File: src/stream_reassembly_gap_tracker_unit_defines.svh
// ---------------------------------------------------------------------------
// Assertion macros for the stream reassembly gap tracker.
// Each macro expands to one labeled concurrent assertion.
// ---------------------------------------------------------------------------
`ifndef STREAM_REASSEMBLY_GAP_TRACKER_UNIT_DEFINES_SVH
`define STREAM_REASSEMBLY_GAP_TRACKER_UNIT_DEFINES_SVH

// The condition holds at every clock edge outside reset.
`define SRGT_ASSERT_ALWAYS(lbl, clk, rst_n, cond, msg) \
    lbl: assert property (@(posedge clk) disable iff (!rst_n) (cond)) \
        else $error(msg);

// The consequent holds in the cycle after the antecedent.
`define SRGT_ASSERT_NEXT(lbl, clk, rst_n, ante, cons, msg) \
    lbl: assert property (@(posedge clk) disable iff (!rst_n) (ante) |=> (cons)) \
        else $error(msg);

`endif

File: src/srgt_pkg.sv
// ---------------------------------------------------------------------------
// srgt_pkg
// Shared types and constants of the stream reassembly gap tracker.
// ---------------------------------------------------------------------------
`default_nettype none

package srgt_pkg;

    localparam int OFS_W       = 62;
    localparam int POS_W       = 63;
    localparam int LEN_W       = 16;
    localparam int LIM_W       = 7;
    localparam int IN_TDATA_W  = 80;
    localparam int OUT_TDATA_W = 144;
    localparam int OUT_PAD_W   = OUT_TDATA_W - 2 * OFS_W - LEN_W;

    localparam logic [OFS_W-1:0] OFS_MAX     = '1;
    localparam logic [LIM_W-1:0] LIMIT_RESET = 7'd64;

    localparam logic OP_PUSH = 1'b0;
    localparam logic OP_POP  = 1'b1;

    // Result status codes.
    typedef enum logic [1:0] {
        STAT_OK       = 2'd0,
        STAT_IGNORED  = 2'd1,
        STAT_TOO_MANY = 2'd2,
        STAT_FULL     = 2'd3
    } status_t;

    // One gap: the unfilled range [start, end).
    typedef struct packed {
        logic [OFS_W-1:0] start;
        logic [OFS_W-1:0] stop;
    } gap_t;

    // Command to one gap cell.
    typedef enum logic [2:0] {
        GAP_HOLD       = 3'd0,
        GAP_LOAD_START = 3'd1,
        GAP_LOAD_END   = 3'd2,
        GAP_LOAD_BOTH  = 3'd3,
        GAP_TAKE_LEFT  = 3'd4,
        GAP_TAKE_RIGHT = 3'd5
    } gap_cmd_t;

    // One queued frame.
    typedef struct packed {
        logic [OFS_W-1:0] offset;
        logic [LEN_W-1:0] length;
        logic             fin;
    } frame_t;

    // Control to one frame cell.
    typedef struct packed {
        logic wr;
        logic clr;
    } frame_ctl_t;

    // Sequencer states.
    typedef enum logic [3:0] {
        S_IDLE,
        S_POP,
        S_SAME,
        S_GFIND,
        S_JFIND,
        S_PLAN,
        S_DROP,
        S_MOD,
        S_SHIFT,
        S_CHECK,
        S_STORE,
        S_DONE
    } state_t;

endpackage

`default_nettype wire

File: src/srgt_frame_cell.sv
// ---------------------------------------------------------------------------
// srgt_frame_cell
// One slot of the queued frame table with its own offset compare.
// ---------------------------------------------------------------------------
`default_nettype none

module srgt_frame_cell (
    input  wire                           clk,
    input  wire                           rst_n,
    input  wire [srgt_pkg::OFS_W-1:0]     key,
    input  srgt_pkg::frame_ctl_t          ctl,
    input  srgt_pkg::frame_t              wr_data,
    output srgt_pkg::frame_t              entry,
    output logic                          valid,
    output logic                          match
);

    srgt_pkg::frame_t entry_reg;
    logic             valid_reg;
    logic             valid_next;

    // A write sets the slot, a clear frees it.
    always_comb
    begin
        valid_next = valid_reg;
        if (ctl.wr)
        begin
            valid_next = 1'b1;
        end
        else if (ctl.clr)
        begin
            valid_next = 1'b0;
        end
    end

    always_ff @(posedge clk or negedge rst_n)
    begin
        if (!rst_n)
        begin
            valid_reg <= 1'b0;
        end
        else
        begin
            valid_reg <= valid_next;
        end
    end

    // Frame payload needs no reset.
    always_ff @(posedge clk)
    begin
        if (ctl.wr)
        begin
            entry_reg <= wr_data;
        end
    end

    assign entry = entry_reg;
    assign valid = valid_reg;
    assign match = valid_reg && (entry_reg.offset == key);

endmodule

`default_nettype wire

File: config.mk
export PLATFORM = sky130hd
export DESIGN_NAME = srgt_frame_cell
export DESIGN_NICKNAME = d
export VERILOG_FILES = /design/src/stream_reassembly_gap_tracker_unit_defines.svh /design/src/srgt_pkg.sv /design/src/srgt_frame_cell.sv
export SDC_FILE = /design/constraint.sdc
export NUM_CORES = 1
export LEC_CHECK = 0
export BUFFER_PORTS_ARGS = -buffer_cell sky130_fd_sc_hd__buf_2
export CORE_AREA = 2 2 88 90
export DETAILED_ROUTE_END_ITERATION = 8
export DIE_AREA = 0 0 90 92
export PLACE_DENSITY = 0.84
export SLEW_MARGIN = 20
export SYNTH_ARGS = -nofsm -noshare
export SYNTH_HDL_FRONTEND = slang
export SYNTH_SLANG_ARGS = --single-unit
File: constraint.sdc
create_clock -name clk -period 2.6 [get_ports clk]
set_input_delay 0.13 -clock clk [delete_from_list [all_inputs] [get_ports clk]]
set_output_delay 0.13 -clock clk [all_outputs]
set_load 0.005 [all_outputs]
==> run metrics <==
port buffer count 225; flip-flop and latch count after synthesis 80; RSZ-0062 raised after global routing false; Max VDD drop 0.383 mV; Final Skew 0 ns; initial DRC count 123; post-DP HPWL 6.45 mm; run status complete, no violations; crit-path leading delay family simple AND/OR/NAND/NOR gates; Clock Latency Late Sink 0.34 ns; Fin Setup TNS 0 ns; Overall Global Routing Usage 0.244; Residual DRC 0; fin nets 638; first-pass GRT wire length roughly 15 mm; CTS H-Tree Depth 3; setup ws final a little under 0.3 ns; Top Ports 226; Sink Count 80; Root Driver clkbuf_8; largest net degree at the start of global routing 81; remaining global-route overflow 0; Buf/Inv on CP 1; syn_area_per_cell 17.8 µm²; Via density 4.68; core area 7450 µm²; Setup crit end kind output pin; Vias 2808; Critical Path Source Type flop; final WL 10.2 mm; Area Overhead vs Synth 71.1%; Post-synth top cells 79 x edfxtp_1, 46 x xor2_1, 12 x nor4_1; drt wl/cell 17.0 µm; Hold WC Path Type primary input to flop; ANT nets after route 0; CP max stage delay 0.42 ns; Syn. warnings 0; vias in the first global route 3088; final period utilization 0.886; GP Congestion 0.706; clk slew on worst S/H paths 0.09 ns; Die Wd 90 µm; Seq/Total Area, Yosys 0.763; worst slew pin tran 0.996 ns; # diodes 0; library cells used by synthesis 19; final-report hold violation count 0; syn nets ~320; Max Slew Vio Count 0; max reg flops 79; Starting Density 0.422; CP max FO 2; maxcap violations 0; Final Setup Violations 0; largest cells by area after synthesis edfxtp_1 76%, xor2_1 13%, nor4_1 2.4%; Pleak 2.39 nW; clk buf depth 2; die area 8280 µm²; Syn Inst Count between 150 and 200; crit path kind flop to output pin; Crit path required time around 2.5 ns; # rows 32; biggest area consumer among synthesized cells edfxtp_1; CP Cell Sequence xor2_1 -> nor4_1 -> nand4_1 -> nor4_2 -> buf_2; fmax approximately 430 MHz; most numerous cell in the Yosys netlist edfxtp_1; top-area cell type share of the netlist area 0.755; Slowest cell on crit path edfxtp_1; share of layout cells above drive strength 1 0.500; EDFF count, synth 79; Synth Flop Type edfxtp_1; fraction of synthesis flops using an asynchronous set or reset pin 0.0125; PD cells around 540 nW/µm²; Place WS 0.647 ns; critical path arrival 2.17 ns; Die Y about 92 µm; initial antenna violation count 0; Cell Area, Synth ~3100 µm²; TritonCTS buffer count 9; CTS tree yes; Final min period 2.30 ns; Relative slew margins 0.336; 1st-pass router iterations 4
## worst min-delay path, cell delays in order
cell and delay [ns]:
buf_2 0.10, inv_1 0.04, a21o_1 0.10
## area by class of cell
class / count / area [µm²]
fillers: 513 / 2070
clock buffers: 9 / 124
inverters: 13 / 48.8
flip-flops and latches: 80 / 2400
clock inverters: 7 / 53.8
well taps: 102 / 128
multi-input cells: 84 / 696
repair buffers: 305 / 1930
## repair_timing
action                    in CTS  in global routing
buffers inserted               0                  0
hold endpoints to repair      80                  0
gates resized for setup        0                  0
hold buffers                  80                  0
## through the flow
step                instance area (µm²)   util  total power [mW]  instances  hold slack (ns)
floorplan                          3140      -              1.72        177           -0.166
finish                             5380  0.722              2.90        600           0.0576
detailed placement                 4400  0.591              1.99        504          -0.0906
global placement                   4400  0.591              1.97        504          -0.0943
global route                       5380  0.722              3.02        600           0.0415
CTS                                5380  0.722              2.90        600           0.0383
## kinds of logic after synthesis
family | synth area share
DFF | 0.763
xor gates and xnor gates | 0.139
and+or+nand+nor | 0.0438
AOI/OAI and AO/OA | 0.0382
buffers and inverters | 0.0155
## routing by layer
metal	part of all wire	vias up	wire length [µm]	track usage
li1	-	1302	-	-
met1	0.34	1318	3500	0.245
met2	0.57	167	5800	0.481
met3	0.065	21	661	0.0534
met4	0.023	0	235	0.104
met5	0	-	0	0
## where the power goes
group | switching [mW] | internal [mW] | leakage (nW)
Combinational | 0.192 | 0.274 | 1.53
Clock | 0.485 | 0.355 | 0.0827
Sequential | 0.0641 | 1.53 | 0.784
## layout by cell type (no fill, tap or decap), types with 4 or more instances in the layout
master         synthesis  layout
clkbuf_8               0       9
o2bb2ai_1              4       4
nor4_1                12      12
nand4_1                5       5
xnor2_1                4       4
buf_2                  0     224
inv_1                  8       8
inv_2                  4       4
dlygate4sd3_1          0      80
xor2_1                46      46
edfxtp_1              79      79
## worst paths after layout
path                            slack [ns]  cells after the start                 to                 from
worst max-delay path                  0.30                      5              match  entry[56]$_DFFE_PP_
worst min-delay path                  0.06                      3  valid$_DFFE_PN0P_               ctl[0]
worst max register to register        1.93                      1  valid$_DFFE_PN0P_    valid$_DFFE_PN0P_
worst min register to register        0.53                      1  valid$_DFFE_PN0P_    valid$_DFFE_PN0P_
max in group asynchronous             2.43                      2  valid$_DFFE_PN0P_                rst_n
min in group asynchronous             0.08                      2  valid$_DFFE_PN0P_                rst_n
Note: power is estimated with default switching activity, not from simulation.
