File: src/stream_reassembly_gap_tracker_unit_defines.svh
// ---------------------------------------------------------------------------
// Assertion macros for the stream reassembly gap tracker.
// Each macro expands to one labeled concurrent assertion.
// ---------------------------------------------------------------------------
`ifndef STREAM_REASSEMBLY_GAP_TRACKER_UNIT_DEFINES_SVH
`define STREAM_REASSEMBLY_GAP_TRACKER_UNIT_DEFINES_SVH

// The condition holds at every clock edge outside reset.
`define SRGT_ASSERT_ALWAYS(lbl, clk, rst_n, cond, msg) \
    lbl: assert property (@(posedge clk) disable iff (!rst_n) (cond)) \
        else $error(msg);

// The consequent holds in the cycle after the antecedent.
`define SRGT_ASSERT_NEXT(lbl, clk, rst_n, ante, cons, msg) \
    lbl: assert property (@(posedge clk) disable iff (!rst_n) (ante) |=> (cons)) \
        else $error(msg);

`endif

File: src/srgt_pkg.sv
// ---------------------------------------------------------------------------
// srgt_pkg
// Shared types and constants of the stream reassembly gap tracker.
// ---------------------------------------------------------------------------
`default_nettype none

package srgt_pkg;

    localparam int OFS_W       = 62;
    localparam int POS_W       = 63;
    localparam int LEN_W       = 16;
    localparam int LIM_W       = 7;
    localparam int IN_TDATA_W  = 80;
    localparam int OUT_TDATA_W = 144;
    localparam int OUT_PAD_W   = OUT_TDATA_W - 2 * OFS_W - LEN_W;

    localparam logic [OFS_W-1:0] OFS_MAX     = '1;
    localparam logic [LIM_W-1:0] LIMIT_RESET = 7'd64;

    localparam logic OP_PUSH = 1'b0;
    localparam logic OP_POP  = 1'b1;

    // Result status codes.
    typedef enum logic [1:0] {
        STAT_OK       = 2'd0,
        STAT_IGNORED  = 2'd1,
        STAT_TOO_MANY = 2'd2,
        STAT_FULL     = 2'd3
    } status_t;

    // One gap: the unfilled range [start, end).
    typedef struct packed {
        logic [OFS_W-1:0] start;
        logic [OFS_W-1:0] stop;
    } gap_t;

    // Command to one gap cell.
    typedef enum logic [2:0] {
        GAP_HOLD       = 3'd0,
        GAP_LOAD_START = 3'd1,
        GAP_LOAD_END   = 3'd2,
        GAP_LOAD_BOTH  = 3'd3,
        GAP_TAKE_LEFT  = 3'd4,
        GAP_TAKE_RIGHT = 3'd5
    } gap_cmd_t;

    // One queued frame.
    typedef struct packed {
        logic [OFS_W-1:0] offset;
        logic [LEN_W-1:0] length;
        logic             fin;
    } frame_t;

    // Control to one frame cell.
    typedef struct packed {
        logic wr;
        logic clr;
    } frame_ctl_t;

    // Sequencer states.
    typedef enum logic [3:0] {
        S_IDLE,
        S_POP,
        S_SAME,
        S_GFIND,
        S_JFIND,
        S_PLAN,
        S_DROP,
        S_MOD,
        S_SHIFT,
        S_CHECK,
        S_STORE,
        S_DONE
    } state_t;

endpackage

`default_nettype wire

File: src/srgt_gap_cell.sv
// ---------------------------------------------------------------------------
// srgt_gap_cell
// One entry of the sorted gap list; shifts to or from its neighbors.
// ---------------------------------------------------------------------------
`default_nettype none

module srgt_gap_cell #(
    parameter bit HEAD = 1'b0
) (
    input  wire                clk,
    input  wire                rst_n,
    input  srgt_pkg::gap_cmd_t cmd,
    input  srgt_pkg::gap_t     load_val,
    input  srgt_pkg::gap_t     left,
    input  srgt_pkg::gap_t     right,
    output srgt_pkg::gap_t     q
);

    srgt_pkg::gap_t gap_reg;
    srgt_pkg::gap_t gap_next;

    // Next value of the entry.
    always_comb
    begin
        gap_next = gap_reg;
        unique case (cmd)
            srgt_pkg::GAP_HOLD:       gap_next = gap_reg;
            srgt_pkg::GAP_LOAD_START: gap_next.start = load_val.start;
            srgt_pkg::GAP_LOAD_END:   gap_next.stop = load_val.stop;
            srgt_pkg::GAP_LOAD_BOTH:  gap_next = load_val;
            srgt_pkg::GAP_TAKE_LEFT:  gap_next = left;
            srgt_pkg::GAP_TAKE_RIGHT: gap_next = right;
            default:                  gap_next = gap_reg;
        endcase
    end

    // The head cell starts as the gap over the whole offset space.
    always_ff @(posedge clk or negedge rst_n)
    begin
        if (!rst_n)
        begin
            gap_reg.start <= '0;
            gap_reg.stop  <= HEAD ? srgt_pkg::OFS_MAX : '0;
        end
        else
        begin
            gap_reg <= gap_next;
        end
    end

    assign q = gap_reg;

endmodule

`default_nettype wire

File: config.mk
export PLATFORM = sky130hd
export DESIGN_NAME = srgt_gap_cell
export DESIGN_NICKNAME = d
export VERILOG_FILES = /design/src/stream_reassembly_gap_tracker_unit_defines.svh /design/src/srgt_pkg.sv /design/src/srgt_gap_cell.sv
export SDC_FILE = /design/constraint.sdc
export NUM_CORES = 1
export LEC_CHECK = 0
export BUFFER_PORTS_ARGS = -buffer_cell sky130_fd_sc_hd__buf_2
export CORE_AREA = 5 5 194 196
export CTS_CLUSTER_SIZE = 8
export DETAILED_ROUTE_END_ITERATION = 10
export DIE_AREA = 0 0 199 201
export PLACE_DENSITY = 0.45
export SLEW_MARGIN = 25
export SYNTH_ARGS = -nofsm -noshare
export SYNTH_HDL_FRONTEND = slang
export SYNTH_SLANG_ARGS = --single-unit
File: constraint.sdc
create_clock -name clk -period 1.82 [get_ports clk]
set_clock_uncertainty 0.2 [all_clocks]
set_input_delay 0.182 -clock clk [delete_from_list [all_inputs] [get_ports clk]]
set_output_delay 0.182 -clock clk [all_outputs]
set_load 0.05 [all_outputs]
==> flow_metrics.env, run 1 <==
export IMPL_cp_end_kind="flop"
export IMPL_final_antenna_net_count=0
export IMPL_largest_reg_flops=124
export IMPL_setup_ws_ns=0.0716
export IMPL_die_w_um=199
export IMPL_cts_tree="yes"
export IMPL_num_rows=70
export IMPL_ys_async_sr_fraction_pct=100
export IMPL_cts_htree_levels=4
export IMPL_cts_buffers=17
export IMPL_portBuffers=500
export IMPL_start_util_pct=19.3
export IMPL_worst_setup_path_start_kind="primary input"
export IMPL_yosysWarnings=0
export IMPL_ff2ff_setup_slack_ns=0.31
export IMPL_outcome="complete, no violations"
export IMPL_finalSetupViolCount=0
export IMPL_post_synth_top_count_cell="nand2_1"
export IMPL_clkTransAtPathRegs_ns=0.06
export IMPL_synth_simple_area_share_pct=15.1
export IMPL_ys_ff_latch=124
export IMPL_antenna_found_initial=2
export IMPL_wl_per_cell_um=17.0
export IMPL_die_y_um=201
export IMPL_grt_pass1_wl_um=49300
export IMPL_grtUsageTotal_pct=15.6
export IMPL_syn_cell_area_um2=6920
export IMPL_syn_area_per_cell_um2=10.1
export IMPL_io_pins=501
export IMPL_drt_total_wl_um=32300
export IMPL_synth_common_cells="nand2_1 (186), dfrtp_1 (124), mux2_2 (62), mux2i_1 (62), nand3_1 (62)"
export IMPL_hpwl_um=23200
export IMPL_synthesis_nets=1065
export IMPL_fin_crit_sh_pct=96.1
export IMPL_relSlewSlack_pct=71.4
export IMPL_dr_total_vias=8337
export IMPL_drt_iter0_markers=174
export IMPL_grt_use_met2_pct=27.3
export IMPL_peakVddDrop_mv=0.674
export IMPL_cp_data_required_time_ns=1.93
export IMPL_num_nets_final=1802
export IMPL_cp_max_fo=33
export IMPL_synth_top_cell_by_area="dfrtp_1"
export IMPL_clkLatencyLatePin_ns=0.43
export IMPL_crit_path_start="cmd[0]"
export IMPL_first_global_vias=9067
export IMPL_synthCells=688
export IMPL_hold_class="in2async"
export IMPL_timing_setup_tns_ns=0
export IMPL_ys_seq_area_share_pct=44.9
export IMPL_synth_edff_count=0
export IMPL_synth_compound_area_share_pct=15.1
export IMPL_worstMarginPinSlew_ns=0.428
export IMPL_synth_area_leaders="dfrtp_1 (45%), nand2_1 (10%), mux2_2 (10%), o221a_1 (9.4%), mux2i_1 (9.0%)"
export IMPL_r2r_start="q[108]"
export IMPL_powerDensity_nw_per_um2=846
export IMPL_rsz0062_at_grt="false"
export IMPL_synth_top_area_share_pct=44.9
export IMPL_final_layout_size_suffix_gt1_share_pct=43.7
export IMPL_grt_use_met3_pct=4.57
export IMPL_path_class="in2reg"
export IMPL_core_area_um2=35900
export IMPL_cts_sinks=124
export IMPL_drtPass1Iterations=4
export IMPL_cellLeakagePower_nw=6.38
export IMPL_min_period_ns=1.75
export IMPL_synthFlopType="dfrtp_1"
export IMPL_slew_viol_final=0
export IMPL_hold_violations=0
export IMPL_synth_xor_area_share_pct=0
export IMPL_cp_data_arrival_time_ns=1.86
export IMPL_grt_most_used_layer="met2"
export IMPL_dp_slack_ns=0.203
export IMPL_dieArea_um2=40000
export IMPL_ctsRootBufferMaster="clkbuf_16"
export IMPL_yosysUniqueCellTypes=23
export IMPL_drc_errors=0
export IMPL_max_clock_path_buffers=2
export IMPL_syn_to_final_growth_pct=89.8
export IMPL_maxCapViolations=0
export IMPL_viasPerCell=4.38
export IMPL_diodes=0
export IMPL_gp_congestion=0.832
export IMPL_grt_use_met1_pct=17.9
export IMPL_fmax_ghz=0.572
export IMPL_grt_overflow=0
export IMPL_grt_max_degree=63
export IMPL_worst_hold_slack_ns=0.0465
export IMPL_synth_top_family_by_area="multiplexers"
export IMPL_synthAdderAreaFrac_pct=0
export IMPL_synth_mux_area_fraction_pct=19.1
through the flow:
step                      power (mW)  util [%]  instance area, um^2  cells
after global placement          6.65      27.9                10000   1625
final                           11.1      36.6                13100   1905
after CTS                       11.2      36.5                13100   1905
after floorplan                 5.46         -                 6920    688
after detailed placement        6.66      27.9                10000   1625
after global routing            11.6      36.6                13100   1905
critical path: stages:
cell	delay, ns
buf_6	0.11
buf_12	0.23
buf_16	0.25
mux2i_1	0.26
nand2_1	0.09
o221a_1	0.13
dlygate4sd3_1	0.57
metal layers:
| layer | vias up | part of all wire (%) |
|---|---|---|
| met2 | 369 | 49 |
| met4 | 2 | 2.8 |
| met3 | 50 | 7.9 |
| li1 | 3945 | - |
| met5 | - | 0.040 |
| met1 | 3971 | 40 |
area by class of cell:
class | count | area, um^2
inverter | 1 | 3.75
clock inverter | 8 | 165
tap | 468 | 586
sequential | 124 | 3100
multi-input combinational | 502 | 3420
clock buffer | 23 | 458
timing repair buffer | 779 | 5390
fill | 3706 | 22800
worst paths after layout:
kind                                to  cells after the start
min in group clk                  q[9]                      5
max in group asynchronous       q[104]                      3
worst min register to register   q[47]                      3
worst max-delay path             q[77]                      7
worst max register to register  q[108]                      2
worst min-delay path              q[4]                      2
cells in the final DEF, fill, tap and decap left out:
master and instances:
o221a_2 2, dlygate4sd3_1 249, clkbuf_1 5, inv_1 1, mux2i_1 62, clkbuf_16 17
nand2_1 186, o21ai_4 1, o221a_1 58, dfrtp_1 124, o21ai_0 52, nor2_4 1
and2_2 1, nor2b_4 1, nand3_1 62, buf_2 498, buf_12 11, mux2_2 62
buf_6 2, buf_16 1, nand2b_2 1, o21ai_1 10, buf_4 18, bufinv_16 5
o221a_4 2, and2b_2 1, clkbuf_8 1, clkinv_2 3
cells by family (layout without fill, tap and decap cells):
kind of cell    count (synthesis)  in the layout
simple gates                  253            253
compound gates                125            125
mux                           124            124
flops                         124            124
buf+inv                        62            811
what timing repair did:
| item | CTS | global route |
|---|---|---|
| setup buffers | 0 | 0 |
| setup endpoints to repair | 0 | 1 |
| hold buffers | 249 | 0 |
| endpoints found under the hold margin | 248 | 0 |
| resized for setup | 0 | 1 |
power by group:
group | internal, mW | switching [mW]
registers | 3.12 | 0.198
logic | 1.67 | 2.35
clock network | 2.45 | 1.31
Power figures use the tool's default switching activity.
==> run 2: changes to the inputs <==
--- a/config.mk
+++ b/config.mk
@@ -10,6 +10,7 @@
 export CTS_CLUSTER_SIZE = 8
 export DETAILED_ROUTE_END_ITERATION = 10
 export DIE_AREA = 0 0 199 201
+export HOLD_SLACK_MARGIN = 0.05
 export PLACE_DENSITY = 0.45
 export SLEW_MARGIN = 25
 export SYNTH_ARGS = -nofsm -noshare
==> run 2 against run 1 <==
Fmax barely moved; die area unchanged; clock-buffer cell count stayed put; critical path depth unchanged; clock power barely moved; setup slack is essentially flat; flip-flop and latch count did not move; hold slack improved by 0.37 ns; via count about the same; critical endpoint unchanged; core utilization is essentially flat; combinational power about the same; global-route usage about the same.
==> flow_metrics.env, run 2 (synthesis gave the netlist of run 1 again) <==
export IMPL_outcome="complete, no violations"
export IMPL_worst_setup_path_start_kind="primary input"
export IMPL_final_antenna_net_count=0
export IMPL_cts_htree_levels=4
export IMPL_num_rows=70
export IMPL_largest_reg_flops=124
export IMPL_cp_slowest_cell="dlygate4sd3_1"
export IMPL_grt_use_met2_pct=27.3
export IMPL_start_util_pct=19.3
export IMPL_drt_total_wl_um=32300
export IMPL_syn_to_final_growth_pct=89.9
export IMPL_rsz0062_at_grt="false"
export IMPL_cp_data_required_time_ns=1.93
export IMPL_ff2ff_setup_slack_ns=0.31
export IMPL_hpwl_um=23200
export IMPL_cp_data_arrival_time_ns=1.86
export IMPL_fin_crit_sh_pct=96.1
export IMPL_io_pins=501
export IMPL_peakVddDrop_mv=0.682
export IMPL_diodes=0
export IMPL_cts_buffers=17
export IMPL_cts_sinks=124
export IMPL_drt_iter0_markers=185
export IMPL_worst_r2r_endpoint="q[108]"
export IMPL_max_clock_path_buffers=2
export IMPL_grt_max_degree=63
export IMPL_fmax_ghz=0.572
export IMPL_cts_setup_buffers=0
export IMPL_whs_path_depth=5
export IMPL_dieArea_um2=40000
export IMPL_critPathTopFamily="buffers and inverters"
export IMPL_hold_start="left[9]"
export IMPL_drc_errors=0
export IMPL_grt_use_met1_pct=17.9
export IMPL_finalSetupViolCount=0
export IMPL_max_stage_delay_ns=0.57
export IMPL_portBuffers=500
export IMPL_maxCapViolations=0
export IMPL_layout_common_cells="buf_2 (498), dlygate4sd3_1 (250), nand2_1 (186)"
export IMPL_crit_buf_inv=4
export IMPL_reg2reg_depth=2
export IMPL_clkTransAtPathRegs_ns=0.06
export IMPL_hold_violations=0
export IMPL_placed_area_um2=10000
export IMPL_p_total_mw=11.1
export IMPL_core_area_um2=35900
export IMPL_final_layout_size_suffix_gt1_share_pct=43.7
export IMPL_first_global_vias=9075
export IMPL_min_period_ns=1.75
export IMPL_die_w_um=199
export IMPL_grt_pass1_wl_um=49300
export IMPL_gp_congestion=0.832
export IMPL_drtPass1Iterations=4
export IMPL_viasPerCell=4.38
export IMPL_worstMarginPinSlew_ns=0.428
export IMPL_grtUsageTotal_pct=15.6
export IMPL_grt_use_met3_pct=4.58
export IMPL_wl_per_cell_um=17.0
export IMPL_cts_tree="yes"
export IMPL_grt_overflow=0
export IMPL_cp_end_kind="flop"
export IMPL_antenna_found_initial=2
export IMPL_hold_class="in2reg"
export IMPL_grt_most_used_layer="met2"
export IMPL_cp_max_fo=33
export IMPL_die_y_um=201
export IMPL_slew_viol_final=0
export IMPL_finish_instance_area_um2=13100
export IMPL_layout_commonest_cell="buf_2"
export IMPL_dr_total_vias=8340
export IMPL_min_to="q[9]"
export IMPL_powerDensity_nw_per_um2=845
export IMPL_ctsRootBufferMaster="clkbuf_16"
export IMPL_cellLeakagePower_nw=6.38
export IMPL_path_cells="buf_6 > buf_12 > buf_16 > mux2i_1 > nand2_1 > o221a_1 > dlygate4sd3_1"
export IMPL_r2r_start="q[108]"
export IMPL_path_class="in2reg"
export IMPL_num_nets_final=1803
export IMPL_timing_setup_tns_ns=0
export IMPL_clkLatencyLatePin_ns=0.43
export IMPL_relSlewSlack_pct=71.5
[run 2: cell count changes in the layout (fill, tap and decap cells not counted), sizes merged]
cell         change
dlygate4sd3      +1
[run 2: tightest hold or removal path, stage by stage]
cell and delay, ns:
buf_2 0.07, mux2_2 0.13, nand2_1 0.04, nand3_1 0.06, dlygate4sd3_1 0.53
[run 2: metal layers]
layer / vias up / wire length [um] / share of wire, %
met2: 375 / 15900 / 49
met3: 52 / 2600 / 8.1
met1: 3967 / 12900 / 40
li1: 3944 / - / -
met4: 2 / 937 / 2.9
met5: - / 13 / 0.040
[run 2: stage by stage]
stage          hold WS, ns  util, %  std cells  worst slack (ns)
2_1_floorplan       -0.314        -        688             0.511
3_3_place_gp       -0.0563     27.9       1625             0.217
6_report             0.418     36.6       1906            0.0717
4_1_cts              0.382     36.6       1906             0.141
5_1_grt              0.424     36.6       1906           0.00815
3_5_place_dp       -0.0562     27.9       1625             0.203
[run 2: what timing repair did]
item	in CTS	in global routing
endpoints found under the hold margin	248	0
setup endpoints to repair	0	1
hold buffers	250	0
resized for setup	0	1
[run 2: cell type report]
type | count | area [um^2]
Clock buffer | 23 | 458
Clock inverter | 8 | 165
Fill cell | 3704 | 22800
Inverter | 1 | 3.75
Multi-Input combinational cell | 502 | 3420
Sequential cell | 124 | 3100
Tap cell | 468 | 586
Timing Repair Buffer | 780 | 5400
[run 2: worst max path at each step]
stage             end  depth (start not counted)  slack [ns]   start
2_1_floorplan   q[67]                          6        0.51  cmd[0]
3_3_place_gp    q[83]                          6        0.22  cmd[0]
3_5_place_dp    q[83]                          6        0.20  cmd[0]
4_1_cts        q[109]                          7        0.14  cmd[0]
5_1_grt         q[77]                          7       0.008  cmd[0]
6_report        q[77]                          7        0.07  cmd[0]
[run 2: where the power goes]
part	total [mW]	internal [mW]	switching [mW]
Combinational	4.02	1.67	2.35
Clock	3.77	2.45	1.31
Sequential	3.32	3.12	0.198
Total	11.1	7.24	3.86
==> run 3: changes to the inputs <==
--- a/config.mk
+++ b/config.mk
@@ -12,6 +12,7 @@
 export DIE_AREA = 0 0 199 201
 export HOLD_SLACK_MARGIN = 0.05
 export PLACE_DENSITY = 0.45
+export RECOVER_POWER = 100
 export SLEW_MARGIN = 25
 export SYNTH_ARGS = -nofsm -noshare
 export SYNTH_HDL_FRONTEND = slang
==> run 3 against run 2 <==
Core utilization fell by 0.29 points; largest power group unchanged; clock power is essentially flat; register-to-register slack hardly changed.
==> flow_metrics.env, run 3 (synthesis gave the netlist of run 1 again) <==
export IMPL_wl_met3_um=2630
export IMPL_cellLeakagePower_nw=6.23
export IMPL_dp_cells=1625
export IMPL_cp_max_fo=33
export IMPL_whs_path_depth=5
export IMPL_cts_buffers=17
export IMPL_portBuffers=500
export IMPL_path_class="in2reg"
export IMPL_largest_reg_flops=124
export IMPL_drtPass1Iterations=4
export IMPL_fmax_ghz=0.573
export IMPL_fin_cells=1906
export IMPL_cts_setup_buffers=0
export IMPL_dieArea_um2=40000
export IMPL_diodes=0
export IMPL_hold_violations=0
export IMPL_final_layout_size_suffix_gt1_share_pct=40.1
export IMPL_crit_buf_inv=4
export IMPL_die_y_um=201
export IMPL_wl_met1_um=12800
export IMPL_wl_per_cell_um=16.9
export IMPL_wl_met2_um=15900
export IMPL_reg2reg_depth=2
export IMPL_final_antenna_net_count=0
export IMPL_cp_data_required_time_ns=1.93
export IMPL_grt_max_degree=63
export IMPL_worstMarginPinSlew_ns=0.664
export IMPL_worst_setup_path_start_kind="primary input"
export IMPL_drc_errors=0
export IMPL_hpwl_um=23200
export IMPL_start_util_pct=19.3
export IMPL_max_clock_path_buffers=2
export IMPL_finalSetupViolCount=0
export IMPL_first_global_vias=9075
export IMPL_hold_class="in2reg"
export IMPL_fin_crit_sh_pct=95.9
export IMPL_clkLatencyLatePin_ns=0.43
export IMPL_layout_common_cells="buf_2 (373), dlygate4sd3_1 (250), nand2_1 (186)"
export IMPL_highest_layer="met5"
export IMPL_outcome="complete, no violations"
export IMPL_grt_overflow=0
export IMPL_setup_ws_ns=0.0747
export IMPL_cts_htree_levels=4
export IMPL_layout_commonest_cell="buf_2"
export IMPL_core_area_um2=35900
export IMPL_placed_area_um2=10000
export IMPL_ff2ff_setup_slack_ns=0.30
export IMPL_grtUsageTotal_pct=15.6
export IMPL_drt_iter0_markers=149
export IMPL_min_period_ns=1.75
export IMPL_cp_slowest_cell="dlygate4sd3_1"
export IMPL_pwr_share_comb_pct=35.8
export IMPL_syn_to_final_growth_pct=88.4
export IMPL_dr_total_vias=8340
export IMPL_p_seq_share_pct=30.1
export IMPL_cp_end_kind="flop"
export IMPL_antenna_found_initial=2
export IMPL_powerDensity_nw_per_um2=848
export IMPL_rsz0062_at_grt="false"
export IMPL_die_w_um=199
export IMPL_p_sw_share_pct=35.0
export IMPL_gp_congestion=0.832
export IMPL_power_switching_mw=3.87
export IMPL_max_stage_delay_ns=0.57
export IMPL_num_rows=70
export IMPL_post_route_util_pct=36.3
export IMPL_cts_sinks=124
export IMPL_critPathTopFamily="buffers and inverters"
export IMPL_pwr_share_clk_pct=34.1
export IMPL_path_depth=7
export IMPL_nFillCells=3730
export IMPL_slew_viol_final=0
export IMPL_maxCapViolations=0
export IMPL_intPower_mw=7.18
export IMPL_io_pins=501
export IMPL_num_nets_final=1803
export IMPL_clkTransAtPathRegs_ns=0.06
export IMPL_drt_total_wl_um=32300
export IMPL_ctsRootBufferMaster="clkbuf_16"
export IMPL_peakVddDrop_mv=0.676
export IMPL_grt_pass1_wl_um=49300
export IMPL_cp_data_arrival_time_ns=1.85
export IMPL_relSlewSlack_pct=55.9
export IMPL_finish_instance_area_um2=13000
export IMPL_cts_tree="yes"
export IMPL_path_cells="buf_6 > buf_12 > buf_16 > mux2i_1 > nand2_1 > o221a_1 > dlygate4sd3_1"
export IMPL_viasPerCell=4.38
export IMPL_dp_slack_ns=0.203
export IMPL_timing_setup_tns_ns=0
## run 3: cell count changes in the layout (fill, tap and decap cells not counted), moves of 2 or more
cell,change
buf_2,-125
clkbuf_1,+48
buf_1,+2
clkbuf_2,+80
buf_12,-2
buf_4,-5
## run 3: metrics by stage
stage	total power, mW	hold slack [ns]
floorplan	5.46	-0.314
global placement	6.65	-0.0563
detailed placement	6.66	-0.0562
CTS	11.2	0.382
global route	11.6	0.424
finish	11.1	0.416
## run 3: tightest hold or removal path, stage by stage
cell and delay (ns):
buf_2 0.07, mux2_2 0.13, nand2_1 0.04, nand3_1 0.06, dlygate4sd3_1 0.53
## run 3: layout make-up
type                    instances  area, um^2  share of cell area, %
inverters                       1        3.75                 0.0288
flip-flops and latches        124        3100                   23.8
well taps                     468         586                   4.49
multi-input cells             502        3410                   26.2
clock buffers                  23         458                   3.51
clock inverters                 8         165                   1.27
repair buffers                780        5300                   40.7
## run 3: power by group through the flow
stage / sequential [mW] / clock, mW / combinational (mW)
floorplan: 4.63 / 0 / 0.823
global placement: 3.36 / 0 / 3.29
detailed placement: 3.35 / 0 / 3.30
CTS: 3.32 / 3.88 / 4.03
global route: 3.37 / 4.01 / 4.21
finish: 3.33 / 3.77 / 3.96
## run 3: timing repair
item / in CTS / in global routing
endpoints found under the setup margin: 0 / 1
gates resized for setup: 0 / 1
endpoints found under the hold margin: 248 / 0
hold buffers: 250 / 0
## run 3: per-layer routing
metal | vias to the layer above | global-route usage (%)
met1 | 3969 | 17.9
met2 | 367 | 27.3
met3 | 57 | 4.58
met4 | 2 | 6.18
li1 | 3945 | -
met5 | - | 0
## run 3: worst paths after layout
path,start,to
setup reg to reg,q[108],q[108]
max in group asynchronous,rst_n,q[104]
min in group asynchronous,rst_n,q[7]
hold reg to reg,q[47],q[47]
hold / removal,left[9],q[9]
setup / recovery,cmd[0],q[77]
